`src/hdl/fpsm_pkg.sv`:
```
// ----------------------------------------------------------------------------
// fpsm_pkg
// Shared types and constants of the flow pulse session meter: register
// indexes, result status codes, fixed-point scale factors and the command and
// status bundles that join the controller to the datapath.
// ----------------------------------------------------------------------------
package fpsm_pkg;

	// configuration port
	localparam int CFG_IDX_W  = 2;
	localparam int CFG_DATA_W = 24;

	localparam logic [CFG_IDX_W-1:0] REG_WINDOW  = 2'd0;
	localparam logic [CFG_IDX_W-1:0] REG_NEEDED  = 2'd1;
	localparam logic [CFG_IDX_W-1:0] REG_TIMEOUT = 2'd2;
	localparam logic [CFG_IDX_W-1:0] REG_KFACTOR = 2'd3;

	// register widths and reset values
	localparam int WIN_W  = 24;
	localparam int NEED_W = 16;
	localparam int TMO_W  = 24;
	localparam int K_W    = 10;

	localparam logic [WIN_W-1:0]  WINDOW_RST  = 24'd500000;
	localparam logic [NEED_W-1:0] NEEDED_RST  = 16'd5;
	localparam logic [TMO_W-1:0]  TIMEOUT_RST = 24'd1000000;
	localparam logic [K_W-1:0]    KFACTOR_RST = 10'd66;

	// result fields
	localparam int STATUS_W = 2;
	localparam int TOTAL_W  = 20;
	localparam int OUT_W    = 32;

	localparam logic [STATUS_W-1:0] ST_TRIGGERED = 2'd0;
	localparam logic [STATUS_W-1:0] ST_REJECTED  = 2'd1;
	localparam logic [STATUS_W-1:0] ST_COMPLETE  = 2'd2;

	localparam logic [TOTAL_W-1:0] TOTAL_MAX = '1;
	localparam logic [OUT_W-1:0]   OUT_MAX   = '1;

	// rate = P * 1e10 / (D * K), volume = P * 10000 / (60 * K)
	localparam int                    RATE_SCALE_W = 34;
	localparam logic [RATE_SCALE_W-1:0] RATE_SCALE = 34'd10000000000;
	localparam int                    VOL_SCALE_W  = 14;
	localparam logic [VOL_SCALE_W-1:0]  VOL_SCALE  = 14'd10000;
	localparam int                    VOL_DIV_W    = 6;
	localparam logic [VOL_DIV_W-1:0]    VOL_DIV    = 6'd60;

	typedef struct packed {
		logic [STATUS_W-1:0] status;
		logic [TOTAL_W-1:0]  pulse_total;
		logic [OUT_W-1:0]    duration_ticks;
		logic [OUT_W-1:0]    rate_ml_per_min;
		logic [OUT_W-1:0]    volume_ml;
	} result_t;

	// controller to datapath
	typedef struct packed {
		logic                arm;
		logic                first;
		logic                tick;
		logic                load_idle;
		logic                dec_idle;
		logic                zero_idle;
		logic                prep;
		logic                mul_step;
		logic                load_rate;
		logic                div_step;
		logic                load_vol;
		logic                push;
		logic [STATUS_W-1:0] push_status;
	} ctl_cmd_t;

	// datapath to controller
	typedef struct packed {
		logic win_hit;
		logic cnt_low;
		logic idle_le1;
		logic k_zero;
		logic mul_last;
		logic div_last;
	} dp_sts_t;

endpackage

```
`src/hdl/fpsm_rq.sv`:
```
// ----------------------------------------------------------------------------
// fpsm_rq
// Two-entry result queue: a head register that drives the output beat and a
// second register that takes a result while the head still waits.
// ----------------------------------------------------------------------------
module fpsm_rq (
	input  logic               clk,
	input  logic               arst_n,
	input  logic               push,
	input  fpsm_pkg::result_t  push_data,
	output logic               full,
	output logic               out_valid,
	input  logic               out_ready,
	output fpsm_pkg::result_t  head
);

	fpsm_pkg::result_t head_q;
	fpsm_pkg::result_t tail_q;
	logic [1:0]        cnt_q;
	logic              pop;

	assign pop       = out_valid && out_ready;
	assign out_valid = (cnt_q != 2'd0);
	assign full      = (cnt_q == 2'd2);
	assign head      = head_q;

	// occupancy
	always_ff @(posedge clk or negedge arst_n) begin
		if (!arst_n) begin
			cnt_q <= 2'd0;
		end else if (push && !pop) begin
			cnt_q <= cnt_q + 2'd1;
		end else if (pop && !push) begin
			cnt_q <= cnt_q - 2'd1;
		end
	end

	// entry storage
	always_ff @(posedge clk) begin
		if (push && !pop) begin
			if (cnt_q == 2'd0) begin
				head_q <= push_data;
			end else begin
				tail_q <= push_data;
			end
		end else if (pop && !push) begin
			head_q <= tail_q;
		end else if (pop && push) begin
			if (cnt_q == 2'd1) begin
				head_q <= push_data;
			end else begin
				head_q <= tail_q;
				tail_q <= push_data;
			end
		end
	end

endmodule

```
`src/hdl/fpsm_dp.sv`:
```
// ----------------------------------------------------------------------------
// fpsm_dp
// Datapath: configuration registers, pulse and tick counters, idle timer,
// a serial shift-add multiplier and a restoring divider, one bit per cycle,
// shared by the rate and volume quotients.
// ----------------------------------------------------------------------------
module fpsm_dp #(
	parameter int COUNT_BITS    = 20,
	parameter int DURATION_BITS = 32
) (
	input  logic                                clk,
	input  logic                                arst_n,
	input  logic                                cfg_we,
	input  logic [fpsm_pkg::CFG_IDX_W-1:0]      cfg_index,
	input  logic [fpsm_pkg::CFG_DATA_W-1:0]     cfg_data,
	input  logic                                pulse,
	input  fpsm_pkg::ctl_cmd_t                  cmd,
	output fpsm_pkg::dp_sts_t                   sts,
	output fpsm_pkg::result_t                   push_data
);

	localparam int NUM_W  = COUNT_BITS + fpsm_pkg::RATE_SCALE_W;
	localparam int DEN_W  = DURATION_BITS + fpsm_pkg::K_W;
	localparam int STEP_W = $clog2(NUM_W + 1);
	localparam int NW     = (COUNT_BITS > fpsm_pkg::NEED_W) ? COUNT_BITS : fpsm_pkg::NEED_W;
	localparam int CW     = (COUNT_BITS > fpsm_pkg::TOTAL_W) ? COUNT_BITS : fpsm_pkg::TOTAL_W;
	localparam int DW     = (DURATION_BITS > fpsm_pkg::OUT_W) ? DURATION_BITS : fpsm_pkg::OUT_W;
	localparam int VNUM_W = COUNT_BITS + fpsm_pkg::VOL_SCALE_W;
	localparam int VDEN_W = fpsm_pkg::K_W + fpsm_pkg::VOL_DIV_W;

	// configuration registers
	logic [fpsm_pkg::WIN_W-1:0]  window_q;
	logic [fpsm_pkg::NEED_W-1:0] needed_q;
	logic [fpsm_pkg::TMO_W-1:0]  timeout_q;
	logic [fpsm_pkg::K_W-1:0]    kfactor_q;

	// session state
	logic [COUNT_BITS-1:0]       cnt_q;
	logic [DURATION_BITS-1:0]    el_q;
	logic [fpsm_pkg::TMO_W-1:0]  idle_q;
	logic [COUNT_BITS-1:0]       cnt_nx;
	logic [DURATION_BITS-1:0]    el_nx;

	// arithmetic unit
	logic [COUNT_BITS-1:0]       mop_q;
	logic [NUM_W-1:0]            acc_q;
	logic [NUM_W-1:0]            num_q;
	logic [DEN_W-1:0]            den_q;
	logic [DEN_W-1:0]            rem_q;
	logic [fpsm_pkg::OUT_W-1:0]  quo_q;
	logic                        ovf_q;
	logic [fpsm_pkg::OUT_W-1:0]  rate_q;
	logic [STEP_W-1:0]           step_q;
	logic [DEN_W:0]              rem_sh;
	logic                        rem_ge;
	logic [DEN_W:0]              rem_diff;
	logic [fpsm_pkg::OUT_W-1:0]  quo_sat;

	// result formatting
	logic [CW-1:0]               tot_src;
	logic [DW-1:0]               dur_src;
	logic [fpsm_pkg::TOTAL_W-1:0] tot_sat;
	logic [fpsm_pkg::OUT_W-1:0]  dur_sat;

	// configuration writes
	always_ff @(posedge clk or negedge arst_n) begin
		if (!arst_n) begin
			window_q  <= fpsm_pkg::WINDOW_RST;
			needed_q  <= fpsm_pkg::NEEDED_RST;
			timeout_q <= fpsm_pkg::TIMEOUT_RST;
			kfactor_q <= fpsm_pkg::KFACTOR_RST;
		end else if (cfg_we) begin
			unique case (cfg_index)
				fpsm_pkg::REG_WINDOW:  window_q  <= cfg_data[fpsm_pkg::WIN_W-1:0];
				fpsm_pkg::REG_NEEDED:  needed_q  <= cfg_data[fpsm_pkg::NEED_W-1:0];
				fpsm_pkg::REG_TIMEOUT: timeout_q <= cfg_data[fpsm_pkg::TMO_W-1:0];
				fpsm_pkg::REG_KFACTOR: kfactor_q <= cfg_data[fpsm_pkg::K_W-1:0];
				default: ;
			endcase
		end
	end

	// saturating count and duration after this tick
	always_comb begin
		el_nx  = (el_q != '1) ? el_q + DURATION_BITS'(1) : el_q;
		cnt_nx = (pulse && (cnt_q != '1)) ? cnt_q + COUNT_BITS'(1) : cnt_q;
	end

	// count and duration
	always_ff @(posedge clk or negedge arst_n) begin
		if (!arst_n) begin
			cnt_q <= '0;
			el_q  <= '0;
		end else if (cmd.arm) begin
			cnt_q <= '0;
			el_q  <= '0;
		end else if (cmd.first) begin
			cnt_q <= COUNT_BITS'(1);
			el_q  <= '0;
		end else if (cmd.tick) begin
			cnt_q <= cnt_nx;
			el_q  <= el_nx;
		end
	end

	// idle timer
	always_ff @(posedge clk or negedge arst_n) begin
		if (!arst_n) begin
			idle_q <= '0;
		end else if (cmd.arm || cmd.zero_idle) begin
			idle_q <= '0;
		end else if (cmd.load_idle) begin
			idle_q <= timeout_q;
		end else if (cmd.dec_idle) begin
			idle_q <= idle_q - fpsm_pkg::TMO_W'(1);
		end
	end

	// restoring divide step
	always_comb begin
		rem_sh   = {rem_q, num_q[NUM_W-1]};
		rem_ge   = (rem_sh >= {1'b0, den_q});
		rem_diff = rem_sh - {1'b0, den_q};
		quo_sat  = ovf_q ? fpsm_pkg::OUT_MAX : quo_q;
	end

	// step counter for multiply and divide
	always_ff @(posedge clk or negedge arst_n) begin
		if (!arst_n) begin
			step_q <= '0;
		end else if (cmd.prep || cmd.load_rate || cmd.load_vol) begin
			step_q <= '0;
		end else if (cmd.mul_step || cmd.div_step) begin
			step_q <= step_q + STEP_W'(1);
		end
	end

	// multiply and divide registers
	always_ff @(posedge clk) begin
		if (cmd.prep) begin
			mop_q <= cnt_q;
			acc_q <= '0;
			den_q <= DEN_W'(el_q * kfactor_q);
		end else if (cmd.mul_step) begin
			mop_q <= {mop_q[COUNT_BITS-2:0], 1'b0};
			acc_q <= {acc_q[NUM_W-2:0], 1'b0}
				+ (mop_q[COUNT_BITS-1] ? NUM_W'(fpsm_pkg::RATE_SCALE) : NUM_W'(0));
		end
		if (cmd.load_rate) begin
			num_q <= acc_q;
			rem_q <= '0;
			quo_q <= '0;
			ovf_q <= 1'b0;
		end else if (cmd.load_vol) begin
			rate_q <= quo_sat;
			num_q  <= NUM_W'(VNUM_W'(cnt_q * fpsm_pkg::VOL_SCALE));
			den_q  <= DEN_W'(VDEN_W'(kfactor_q * fpsm_pkg::VOL_DIV));
			rem_q  <= '0;
			quo_q  <= '0;
			ovf_q  <= 1'b0;
		end else if (cmd.div_step) begin
			num_q <= {num_q[NUM_W-2:0], 1'b0};
			rem_q <= rem_ge ? rem_diff[DEN_W-1:0] : rem_sh[DEN_W-1:0];
			quo_q <= {quo_q[fpsm_pkg::OUT_W-2:0], rem_ge};
			ovf_q <= ovf_q | quo_q[fpsm_pkg::OUT_W-1];
		end
	end

	// status to controller
	always_comb begin
		sts.win_hit  = (el_nx >= DURATION_BITS'(window_q));
		sts.cnt_low  = (NW'(cnt_nx) < NW'(needed_q));
		sts.idle_le1 = (idle_q <= fpsm_pkg::TMO_W'(1));
		sts.k_zero   = (kfactor_q == '0);
		sts.mul_last = (step_q == STEP_W'(COUNT_BITS - 1));
		sts.div_last = (step_q == STEP_W'(NUM_W - 1));
	end

	// result beat: rejection reports the values after this tick
	always_comb begin
		if (cmd.push_status == fpsm_pkg::ST_REJECTED) begin
			tot_src = CW'(cnt_nx);
			dur_src = DW'(el_nx);
		end else begin
			tot_src = CW'(cnt_q);
			dur_src = DW'(el_q);
		end
		tot_sat = (tot_src > CW'(fpsm_pkg::TOTAL_MAX)) ? fpsm_pkg::TOTAL_MAX
			: tot_src[fpsm_pkg::TOTAL_W-1:0];
		dur_sat = (dur_src > DW'(fpsm_pkg::OUT_MAX)) ? fpsm_pkg::OUT_MAX
			: dur_src[fpsm_pkg::OUT_W-1:0];
	end

	always_comb begin
		push_data        = '0;
		push_data.status = cmd.push_status;
		unique case (cmd.push_status)
			fpsm_pkg::ST_TRIGGERED: begin
				push_data.pulse_total = fpsm_pkg::TOTAL_W'(1);
			end
			fpsm_pkg::ST_REJECTED: begin
				push_data.pulse_total    = tot_sat;
				push_data.duration_ticks = dur_sat;
			end
			fpsm_pkg::ST_COMPLETE: begin
				push_data.pulse_total     = tot_sat;
				push_data.duration_ticks  = dur_sat;
				push_data.rate_ml_per_min = sts.k_zero ? fpsm_pkg::OUT_MAX : rate_q;
				push_data.volume_ml       = sts.k_zero ? fpsm_pkg::OUT_MAX : quo_sat;
			end
			default: ;
		endcase
	end

endmodule

```
`src/hdl/fpsm_ctrl.sv`:
```
// ----------------------------------------------------------------------------
// fpsm_ctrl
// Controller: session phase (idle, armed, startup, running) and the sequence
// that computes rate and volume at session end.
// ----------------------------------------------------------------------------
module fpsm_ctrl (
	input  logic                clk,
	input  logic                arst_n,
	input  logic                in_valid,
	output logic                in_ready,
	input  logic                kind,
	input  logic                pulse,
	input  logic                q_full,
	input  fpsm_pkg::dp_sts_t   sts,
	output fpsm_pkg::ctl_cmd_t  cmd
);

	typedef enum logic [10:0] {
		S_IDLE    = 11'b000_0000_0001,
		S_ARMED   = 11'b000_0000_0010,
		S_STARTUP = 11'b000_0000_0100,
		S_RUNNING = 11'b000_0000_1000,
		S_PREP    = 11'b000_0001_0000,
		S_MUL     = 11'b000_0010_0000,
		S_LDR     = 11'b000_0100_0000,
		S_DIVR    = 11'b000_1000_0000,
		S_LDV     = 11'b001_0000_0000,
		S_DIVV    = 11'b010_0000_0000,
		S_PUSH    = 11'b100_0000_0000
	} state_t;

	state_t state_q;
	state_t state_nx;
	logic   phase_st;
	logic   beat;

	// items are taken only in the four session phases
	assign phase_st = (state_q == S_IDLE) || (state_q == S_ARMED)
		|| (state_q == S_STARTUP) || (state_q == S_RUNNING);
	assign in_ready = phase_st && !q_full;
	assign beat     = in_valid && in_ready;

	always_ff @(posedge clk or negedge arst_n) begin
		if (!arst_n) begin
			state_q <= S_IDLE;
		end else begin
			state_q <= state_nx;
		end
	end

	// next state and datapath commands
	always_comb begin
		state_nx        = state_q;
		cmd             = '0;
		cmd.push_status = fpsm_pkg::ST_COMPLETE;
		if (beat && kind) begin
			cmd.arm  = 1'b1;
			state_nx = S_ARMED;
		end else begin
			unique case (state_q)
				S_IDLE: ;
				S_ARMED: begin
					if (beat && pulse) begin
						cmd.first       = 1'b1;
						cmd.push        = 1'b1;
						cmd.push_status = fpsm_pkg::ST_TRIGGERED;
						state_nx        = S_STARTUP;
					end
				end
				S_STARTUP: begin
					if (beat) begin
						cmd.tick = 1'b1;
						if (sts.win_hit) begin
							if (sts.cnt_low) begin
								cmd.push        = 1'b1;
								cmd.push_status = fpsm_pkg::ST_REJECTED;
								state_nx        = S_IDLE;
							end else begin
								cmd.load_idle = 1'b1;
								state_nx      = S_RUNNING;
							end
						end
					end
				end
				S_RUNNING: begin
					if (beat) begin
						cmd.tick = 1'b1;
						priority if (pulse) begin
							cmd.load_idle = 1'b1;
						end else if (!sts.idle_le1) begin
							cmd.dec_idle = 1'b1;
						end else begin
							cmd.zero_idle = 1'b1;
							state_nx      = S_PREP;
						end
					end
				end
				S_PREP: begin
					cmd.prep = 1'b1;
					state_nx = S_MUL;
				end
				S_MUL: begin
					if (sts.k_zero) begin
						// factor of zero: both results saturate, skip the math
						cmd.push = 1'b1;
						state_nx = S_IDLE;
					end else begin
						cmd.mul_step = 1'b1;
						if (sts.mul_last) begin
							state_nx = S_LDR;
						end
					end
				end
				S_LDR: begin
					cmd.load_rate = 1'b1;
					state_nx      = S_DIVR;
				end
				S_DIVR: begin
					cmd.div_step = 1'b1;
					if (sts.div_last) begin
						state_nx = S_LDV;
					end
				end
				S_LDV: begin
					cmd.load_vol = 1'b1;
					state_nx     = S_DIVV;
				end
				S_DIVV: begin
					cmd.div_step = 1'b1;
					if (sts.div_last) begin
						state_nx = S_PUSH;
					end
				end
				// volume quotient is complete: send the session report
				S_PUSH: begin
					cmd.push = 1'b1;
					state_nx = S_IDLE;
				end
				default: state_nx = S_IDLE;
			endcase
		end
	end

endmodule

```
`src/hdl/flow_pulse_session_meter.sv`:
```
// A triggered or rejected result is pushed with the beat that causes it and is
// driven from the head register of the result queue. Session end runs prep,
// multiply, load rate, rate divide, load volume, volume divide and push, on the
// one-bit-per-cycle multiplier and the shared restoring divider run twice.
// Throughput: one beat per cycle except in session end and while two results wait.
// Reset: arst_n clears the phase to idle, counters, timer and result queue.
// ----------------------------------------------------------------------------
// flow_pulse_session_meter
// Measures one flow session from a qualified meter pulse stream: trigger on
// the first pulse, startup check, idle timeout and rate/volume report.
// ----------------------------------------------------------------------------
module flow_pulse_session_meter #(
	parameter int COUNT_BITS    = 20,
	parameter int DURATION_BITS = 32
) (
	input  logic                                clk,
	input  logic                                arst_n,
	input  logic                                cfg_we,
	input  logic [fpsm_pkg::CFG_IDX_W-1:0]      cfg_index,
	input  logic [fpsm_pkg::CFG_DATA_W-1:0]     cfg_data,
	input  logic                                in_valid,
	output logic                                in_ready,
	input  logic                                kind,
	input  logic                                pulse,
	output logic                                out_valid,
	input  logic                                out_ready,
	output logic [fpsm_pkg::STATUS_W-1:0]       status,
	output logic [fpsm_pkg::TOTAL_W-1:0]        pulse_total,
	output logic [fpsm_pkg::OUT_W-1:0]          duration_ticks,
	output logic [fpsm_pkg::OUT_W-1:0]          rate_ml_per_min,
	output logic [fpsm_pkg::OUT_W-1:0]          volume_ml
);

	fpsm_pkg::ctl_cmd_t cmd;
	fpsm_pkg::dp_sts_t  sts;
	fpsm_pkg::result_t  push_data;
	fpsm_pkg::result_t  head;
	logic               q_full;

	// phase control and end-of-session sequence
	fpsm_ctrl u_ctrl (
		.clk      (clk),
		.arst_n   (arst_n),
		.in_valid (in_valid),
		.in_ready (in_ready),
		.kind     (kind),
		.pulse    (pulse),
		.q_full   (q_full),
		.sts      (sts),
		.cmd      (cmd)
	);

	// counters, timer, registers and arithmetic
	fpsm_dp #(
		.COUNT_BITS    (COUNT_BITS),
		.DURATION_BITS (DURATION_BITS)
	) u_dp (
		.clk       (clk),
		.arst_n    (arst_n),
		.cfg_we    (cfg_we),
		.cfg_index (cfg_index),
		.cfg_data  (cfg_data),
		.pulse     (pulse),
		.cmd       (cmd),
		.sts       (sts),
		.push_data (push_data)
	);

	// result queue toward the output
	fpsm_rq u_rq (
		.clk       (clk),
		.arst_n    (arst_n),
		.push      (cmd.push),
		.push_data (push_data),
		.full      (q_full),
		.out_valid (out_valid),
		.out_ready (out_ready),
		.head      (head)
	);

	assign status          = head.status;
	assign pulse_total     = head.pulse_total;
	assign duration_ticks  = head.duration_ticks;
	assign rate_ml_per_min = head.rate_ml_per_min;
	assign volume_ml       = head.volume_ml;

endmodule

```
`config.mk`:
```
export PLATFORM = sky130hd
export DESIGN_NAME = flow_pulse_session_meter
export DESIGN_NICKNAME = d
export VERILOG_FILES = /design/src/hdl/fpsm_pkg.sv /design/src/hdl/fpsm_rq.sv /design/src/hdl/fpsm_dp.sv /design/src/hdl/fpsm_ctrl.sv /design/src/hdl/flow_pulse_session_meter.sv
export SDC_FILE = /design/constraint.sdc
export NUM_CORES = 2
export LEC_CHECK = 0
export BUFFER_PORTS_ARGS = -buffer_cell sky130_fd_sc_hd__buf_2
export CORE_AREA = 2 2 331 333
export CTS_BUF_LIST = sky130_fd_sc_hd__clkbuf_8
export DETAILED_ROUTE_END_ITERATION = 7
export DIE_AREA = 0 0 333 335
export GPL_TIMING_DRIVEN = 1
export PLACE_DENSITY = 0.59
export SLEW_MARGIN = 20
export SYNTH_ARGS = -nofsm -noshare
export SYNTH_HDL_FRONTEND = slang
export SYNTH_SLANG_ARGS = --single-unit
```
`constraint.sdc`:
```
create_clock -name clk -period 14.2 [get_ports clk]
set_input_delay 1.42 -clock clk [delete_from_list [all_inputs] [get_ports clk]]
set_output_delay 1.42 -clock clk [all_outputs]
set_load 0.02 [all_outputs]
```
# After elaboration in Yosys (flattened, before gate mapping)
# Index checks and enable logic that the tools add are counted.
# W data, S select, Z words.
# op_classes
addsub	8
n_mul	3
n_lt_le_gt_ge	6
n_eq_ne	36
n_mux	85
n_bitwise	2
reduce_logical	43
# ops
op	n
$mux W118	10
$mux W32	10
$mux W42	4
$mux W54	3
$mux W20	8
$mux W11	11
$pmux W11 S10	1
$mux W24	3
$mux W64	1
$add A54 B54 Y54	1
$ge A43 B42 Y1	1
$mul A32 B10 Y42	1
$sub A42 B42 Y42	1
$pmux W20 S2	1
$mux W34	1
$add A32 B1 Y32 const B	1
$ge A32 B24 Y1	1
$gt A32 B32 Y1 const B	1
$ne A32 B32 Y1 const B	1
$mul A20 B10 Y30 const B	1
$le A24 B1 Y1 const B	1
$sub A24 B1 Y24 const B	1
$add A20 B1 Y20 const B	1
$gt A20 B20 Y1 const B	1
47 further kinds	117
# totals
register_bits	682
inputBits	33
out_inout_bits	120
wordCells	211

# Logic depth before layout (Yosys ltp)
# depth
ltp_word	19
ltp_mapped	28
depth_no_buf	25

# Modules after synthesis
# A second synthesis with hierarchy kept.
# unflattened
hier_cells	5328
area_unflattened_um2	49995.4
# by_module_without_submodules
module	instances	cells_per_inst	area_per_inst_um2	seq_area_each_um2
fpsm_dp	1	4273	38137.8	10212.3
fpsm_rq	1	930	10836.6	7136.8
fpsm_ctrl	1	125	1021.0	276.5

# Least setup slack after synthesis
# OpenSTA, ideal clock, no wires.
# synth_timing
kind	input -> register
start	input port pulse
end	register u_rq.head_q (netlist bit u_rq.head[0]) (enable)
setup_ns	0.758
arrival_ns	12.199
t_required_ns	13.442
slack_ns	1.243
stages	16
path_buffers	1
path_cell_list	o41ai_4 nor2_1 and3_1 clkbuf_1 xnor2_1 ha_1 a21o_1 a21o_1 a21oi_1 o221ai_1 and4b_1 and2_1 o21ai_0 a21oi_1 o21ai_0 o21ai_0
# synth_between
elab_chain_len	12
elab_cells_between_ends	17
classes_between	1 x order compare; 1 x eq/ne; 7 x mux; 8 x reduce/logical
# synth_rtl
element	line_no	text
start: declaration	flow_pulse_session_meter.sv:24	input logic pulse,
$logic_and A1 B1 Y1	fpsm_dp.sv:86	cnt_nx = (pulse && (cnt_q != '1)) ? cnt_q + COUNT_BITS'(1) : cnt_q;
$mux W20	fpsm_dp.sv:86	
$lt A20 B16 Y1	fpsm_dp.sv:172	sts.cnt_low = (NW'(cnt_nx) < NW'(needed_q));
$mux W3	fpsm_ctrl.sv:74	if (sts.cnt_low) begin
$mux W3	fpsm_ctrl.sv:73	if (sts.win_hit) begin
$mux W3	fpsm_ctrl.sv:71	if (beat) begin
$pmux W1 S4 (*)	fpsm_ctrl.sv:60	unique case (state_q)
$mux W13 (*)	fpsm_ctrl.sv:56	if (beat && kind) begin
$logic_not A1 Y1	fpsm_rq.sv:46	end else if (pop && !push) begin
$logic_and A1 B1 Y1	fpsm_rq.sv:46	
$reduce_bool A3 Y1 (no line)	-	
$reduce_and A2 Y1 (no line) (*)	-	
end signal: assignment	fpsm_rq.sv:47	head_q <= tail_q;
end signal: assignment	fpsm_rq.sv:50	head_q <= push_data;
end signal: assignment	fpsm_rq.sv:52	head_q <= tail_q;
end: declaration	fpsm_rq.sv:17	fpsm_pkg::result_t head_q;
# Mark *: on every way between the ends. The rest lies on a longest branch, timed or not.
# A chain may end at the register's enable or synchronous reset.

# Worst setup path after layout
# layout_timing
start	register u_dp.el_q[0]
end	register u_rq.head_q (netlist bit u_rq.head[65]), data pin
# layout_between
elab_chain_len	16
elab_cells_between_ends	24
classes_between	1 x add/sub; 2 x order compare; 3 x eq/ne; 14 x mux; 4 x reduce/logical
# layout_rtl
element	line_no	text
start: declaration	fpsm_dp.sv:39	logic [DURATION_BITS-1:0] el_q;
start signal: assignment	fpsm_dp.sv:102	el_q <= el_nx;
$add A32 B1 Y32 or $ne A32 B32 Y1 (tied branches)	fpsm_dp.sv:85	el_nx = (el_q != '1) ? el_q + DURATION_BITS'(1) : el_q;
$mux W32	fpsm_dp.sv:85	
$ge A32 B24 Y1	fpsm_dp.sv:171	sts.win_hit = (el_nx >= DURATION_BITS'(window_q));
$mux W3	fpsm_ctrl.sv:73	
$mux W3	fpsm_ctrl.sv:71	
$pmux W2 S2	fpsm_ctrl.sv:60	
$mux W13	fpsm_ctrl.sv:56	
$eq A2 B1 Y1	fpsm_dp.sv:181, fpsm_dp.sv:197	
$mux W32	fpsm_dp.sv:181	if (cmd.push_status == fpsm_pkg::ST_REJECTED) begin
$gt A32 B32 Y1	fpsm_dp.sv:190	dur_sat = (dur_src > DW'(fpsm_pkg::OUT_MAX)) ? fpsm_pkg::OUT_MAX
$mux W32	fpsm_dp.sv:190	
$mux W32	fpsm_dp.sv:197	unique case (cmd.push_status)
$mux W118	fpsm_rq.sv:49	if (cnt_q == 2'd1) begin
$mux W118	fpsm_rq.sv:48	end else if (pop && push) begin
$mux W118	fpsm_rq.sv:46	
$mux W118 (*)	fpsm_rq.sv:40	if (push && !pop) begin
end signal: assignment	fpsm_rq.sv:42	head_q <= push_data;
end signal: assignment	fpsm_rq.sv:47	
end signal: assignment	fpsm_rq.sv:50	
# Mark *: on every way between the ends. The rest lies on a longest branch, timed or not. The select of a mux whose other input is x is not followed.

==> flow_metrics.tcl <==
set metrics [dict create \
    fmax_mhz 123 \
    ys_warn_count 0 \
    slew_viol_final 0 \
    drtAntennaViolNets 0 \
    cts_resized 0 \
    finClkSkew_ns 0.0479 \
    drive_gt1_share_pct 11.7 \
    h-tree-depth 3 \
    holdCritStartpoint "u_dp.den_q[36]$_DFF_P_" \
    worst_slew_pin_slew_ns 1.10 \
    irDropWorstVdd_mv 0.104 \
    synth_cell_types 88 \
    root_buffer "clkbuf_8" \
    core_region_area_um2 108000 \
    die_h_um 335 \
    min_path_type "reg2reg" \
    fin_cells 6475 \
    maxSlewHeadroom_pct 26.1 \
    critPathBufInv 3 \
    dp_hpwl_um 88000 \
    finalHoldViolations 0 \
    synth-seq-cells 668 \
    layout_common_cells "nand2_1 (673), inv_1 (495), edfxtp_1 (338)" \
    final_cell_area_um2 51700 \
    maxCapViolations 0 \
    drt_wl_total_um 123000 \
    cts_setup_buffers 0 \
    min_path_cells 2 \
    dp.cells 6260 \
    clk_pin_slew_ns 0.07 \
    ys_seq_area_share_pct 37.3 \
    critPathMaxStageDelay_ns 0.69 \
    grt_pass1_wl_um 195000 \
    crit_chain "ha_1 -> nand4_1 -> nor4_1 -> nand4_1 -> and3_1 -> nand3_1 -> xnor2_1 -> ha_1 -> a21o_1 -> a21o_1 -> a211o_1 -> a2111oi_0 -> o21a_1 -> o21ai_0 -> o21ai_0 -> a21oi_1 -> o21ai_0 -> inv_1 -> ha_1 -> a21oi_4 -> buf_4 -> buf_4 -> mux2_2" \
    synth_flop_cell "edfxtp_1" \
    ioPinCount 153 \
    viasPerCell 5.43 \
    hold_ws_ns 0.451 \
    grt_usage_pct 21.9 \
    cts_tree "yes" \
    r2r_cells 23 \
    mostFrequentLayoutCell "nand2_1" \
    critical_path.slowest_cell "dfrtp_1" \
    drt_iter0_drc 2577 \
    crit_path_max_fanout 58 \
    first_pass_iters 7 \
    start_util_pct 43.8 \
    cp_top_family "compound AO/OA/AOI/OAI gates" \
    cp.required_ns 14.72 \
    antenna_found_initial 4 \
    grt_max_degree 78 \
    arrival_ns 8.62 \
    avgSynthCellArea_um2 9.62 \
    portBuffers 152 \
    p_leak_uw 0.0239 \
    area_growth_pct 9.29 \
    path_class "reg2reg" \
    detail_route.wl_per_cell_um 19.0 \
    place.gp.congestion 0.925 \
    syn_area_um2 47300 \
    cts_sinks 668 \
    p_per_area_nw_per_um2 104 \
    layout.nets 5600 \
    grt_overflow_total 0 \
    synth_cells 4918 \
    clockBufferDepth 3 \
    synth-edff-count 338 \
    period_share_pct 57.1 \
    drc 0 \
    fin_tns_setup_ns 0 \
    fp.dieW_um 333 \
    rsz0062_at_grt "no" \
    fin_crit_ns 8.10 \
    cp-end-kind "flip-flop" \
    synthesis.nets 5558 \
    startpoint_type "flip-flop" \
    synthArstFlopShare_pct 25.3 \
    r2r-start "u_dp.el_q[0]$_DFFE_PN0P_" \
    setup_viol 0 \
    clock_latency_ns 0.79 \
    cts_hold_buffers 0 \
    dieArea_um2 112000 \
    cts_buffers 112 \
    p_total_uw 5360 \
    cp.depth 23 \
    num_rows 121 \
    placed_area_um2 49300 \
    cp-startpoint "u_dp.el_q[0]$_DFFE_PN0P_" \
    outcome "completed" \
    via_count 35100 \
    grt_pass1_vias 34300 \
]
## registers in the layout (all words and copies together) (netlist names), 32 cells and up
signal and cells:
u_dp.num_q 50, u_rq.tail_q 118, u_dp.rem_q 42, u_dp.quo_q 32, u_dp.el_q 32, u_rq.head 118
u_dp.den_q 42, u_dp.rate_q 32, u_dp.acc_q 44
## synth_stat cells, types with 7 or more instances
cell,count,area (um2)
inv_1,455,1710
fa_1,304,6090
o21bai_1,19,143
buf_2,10,50.1
nand3b_1,8,60.1
o311ai_0,8,70.1
nor3_1,47,235
o31ai_1,61,458
o211ai_1,11,82.6
xor2_1,95,832
clkbuf_1,250,938
and4_1,16,140
dfxtp_1,161,3220
dfstp_2,19,499
or2_2,43,269
o2111ai_1,7,61.3
clkinv_1,8,30.0
a22o_1,27,236
a211oi_1,53,398
a31oi_1,21,131
and3_1,43,269
nand4_1,33,206
dfrtp_1,150,3750
and2_1,119,744
nor4_1,22,138
buf_1,9,33.8
mux2i_1,22,220
a211o_1,14,123
nand3_1,82,410
or3_1,22,138
a21o_1,70,526
nor2b_1,28,175
edfxtp_1,338,10100
ha_1,303,3790
a21oi_1,249,1250
nor3b_1,11,82.6
o21a_1,85,638
o21ai_0,308,1540
nor2_1,320,1200
mux2_2,122,1370
nand2_1,674,2530
xnor2_1,139,1220
a22oi_1,21,158
nand2b_1,16,100
## metrics by stage
step / worst slack, ns / utilization, %
after floorplan: 1.24 / -
after global placement: 6.40 / 45.6
after detailed placement: 6.15 / 45.6
after CTS: 6.20 / 47.8
after global routing: 5.54 / 47.8
final: 6.10 / 47.8
## where the power goes
group	internal (uW)	total, uW	switching [uW]
registers	2230	2320	94.4
clock network	980	1810	827
logic	422	1240	813
total	3630	5360	1730
## logic make-up (layout without fill, tap and decap cells)
group | after synthesis | after routing | share of synthesized area [%]
XOR/XNOR | 234 | 234 | 4.33
multiplexers | 144 | 144 | 3.37
AO/OA/AOI/OAI | 1018 | 1018 | 13.6
other | 0 | 2 | 0
buffers and inverters | 735 | 876 | 5.88
flip-flops | 668 | 668 | 37.3
adder cells (fa/ha/maj) | 607 | 607 | 20.9
AND/OR/NAND/NOR | 1512 | 1512 | 14.7
## final cells by class
class,instances,area [um2]
clock buffers,142,1950
repair buffers,199,1120
multi-input cells,3515,27000
well taps,1414,1770
flip-flops and latches,668,17600
inverters,464,1740
diodes,2,5.00
fillers,10300,56400
clock inverters,71,450
## path summary, 6_finish.rpt
check,endpoint,slack (ns)
worst max-delay path,u_rq.head[65]$_DFFE_PP_,6.10
worst min register to register,u_dp.den_q[36]$_DFF_P_,0.45
worst max register to register,u_rq.head[65]$_DFFE_PP_,6.10
max in group asynchronous,u_dp.idle_q[23]$_DFFE_PN0P_,11.56
min in group asynchronous,u_dp.el_q[7]$_DFFE_PN0P_,0.58
worst min-delay path,u_dp.den_q[36]$_DFF_P_,0.45
## metal layers
| metal | vias up | global-route usage [%] | share of wire [%] |
|---|---|---|---|
| met5 | - | 0 | 0.011 |
| met4 | 2 | 4.93 | 1.9 |
| met3 | 157 | 3.00 | 5.4 |
| met2 | 966 | 33.9 | 44 |
| met1 | 17200 | 32.5 | 49 |
| li1 | 16900 | - | - |
## tightest hold or removal path, cell delays in order, from the launching register on
cell and delay, ns:
dfxtp_1 0.31, nand2_1 0.05, a21oi_1 0.05
Note: power is estimated with default switching activity, not from simulation.
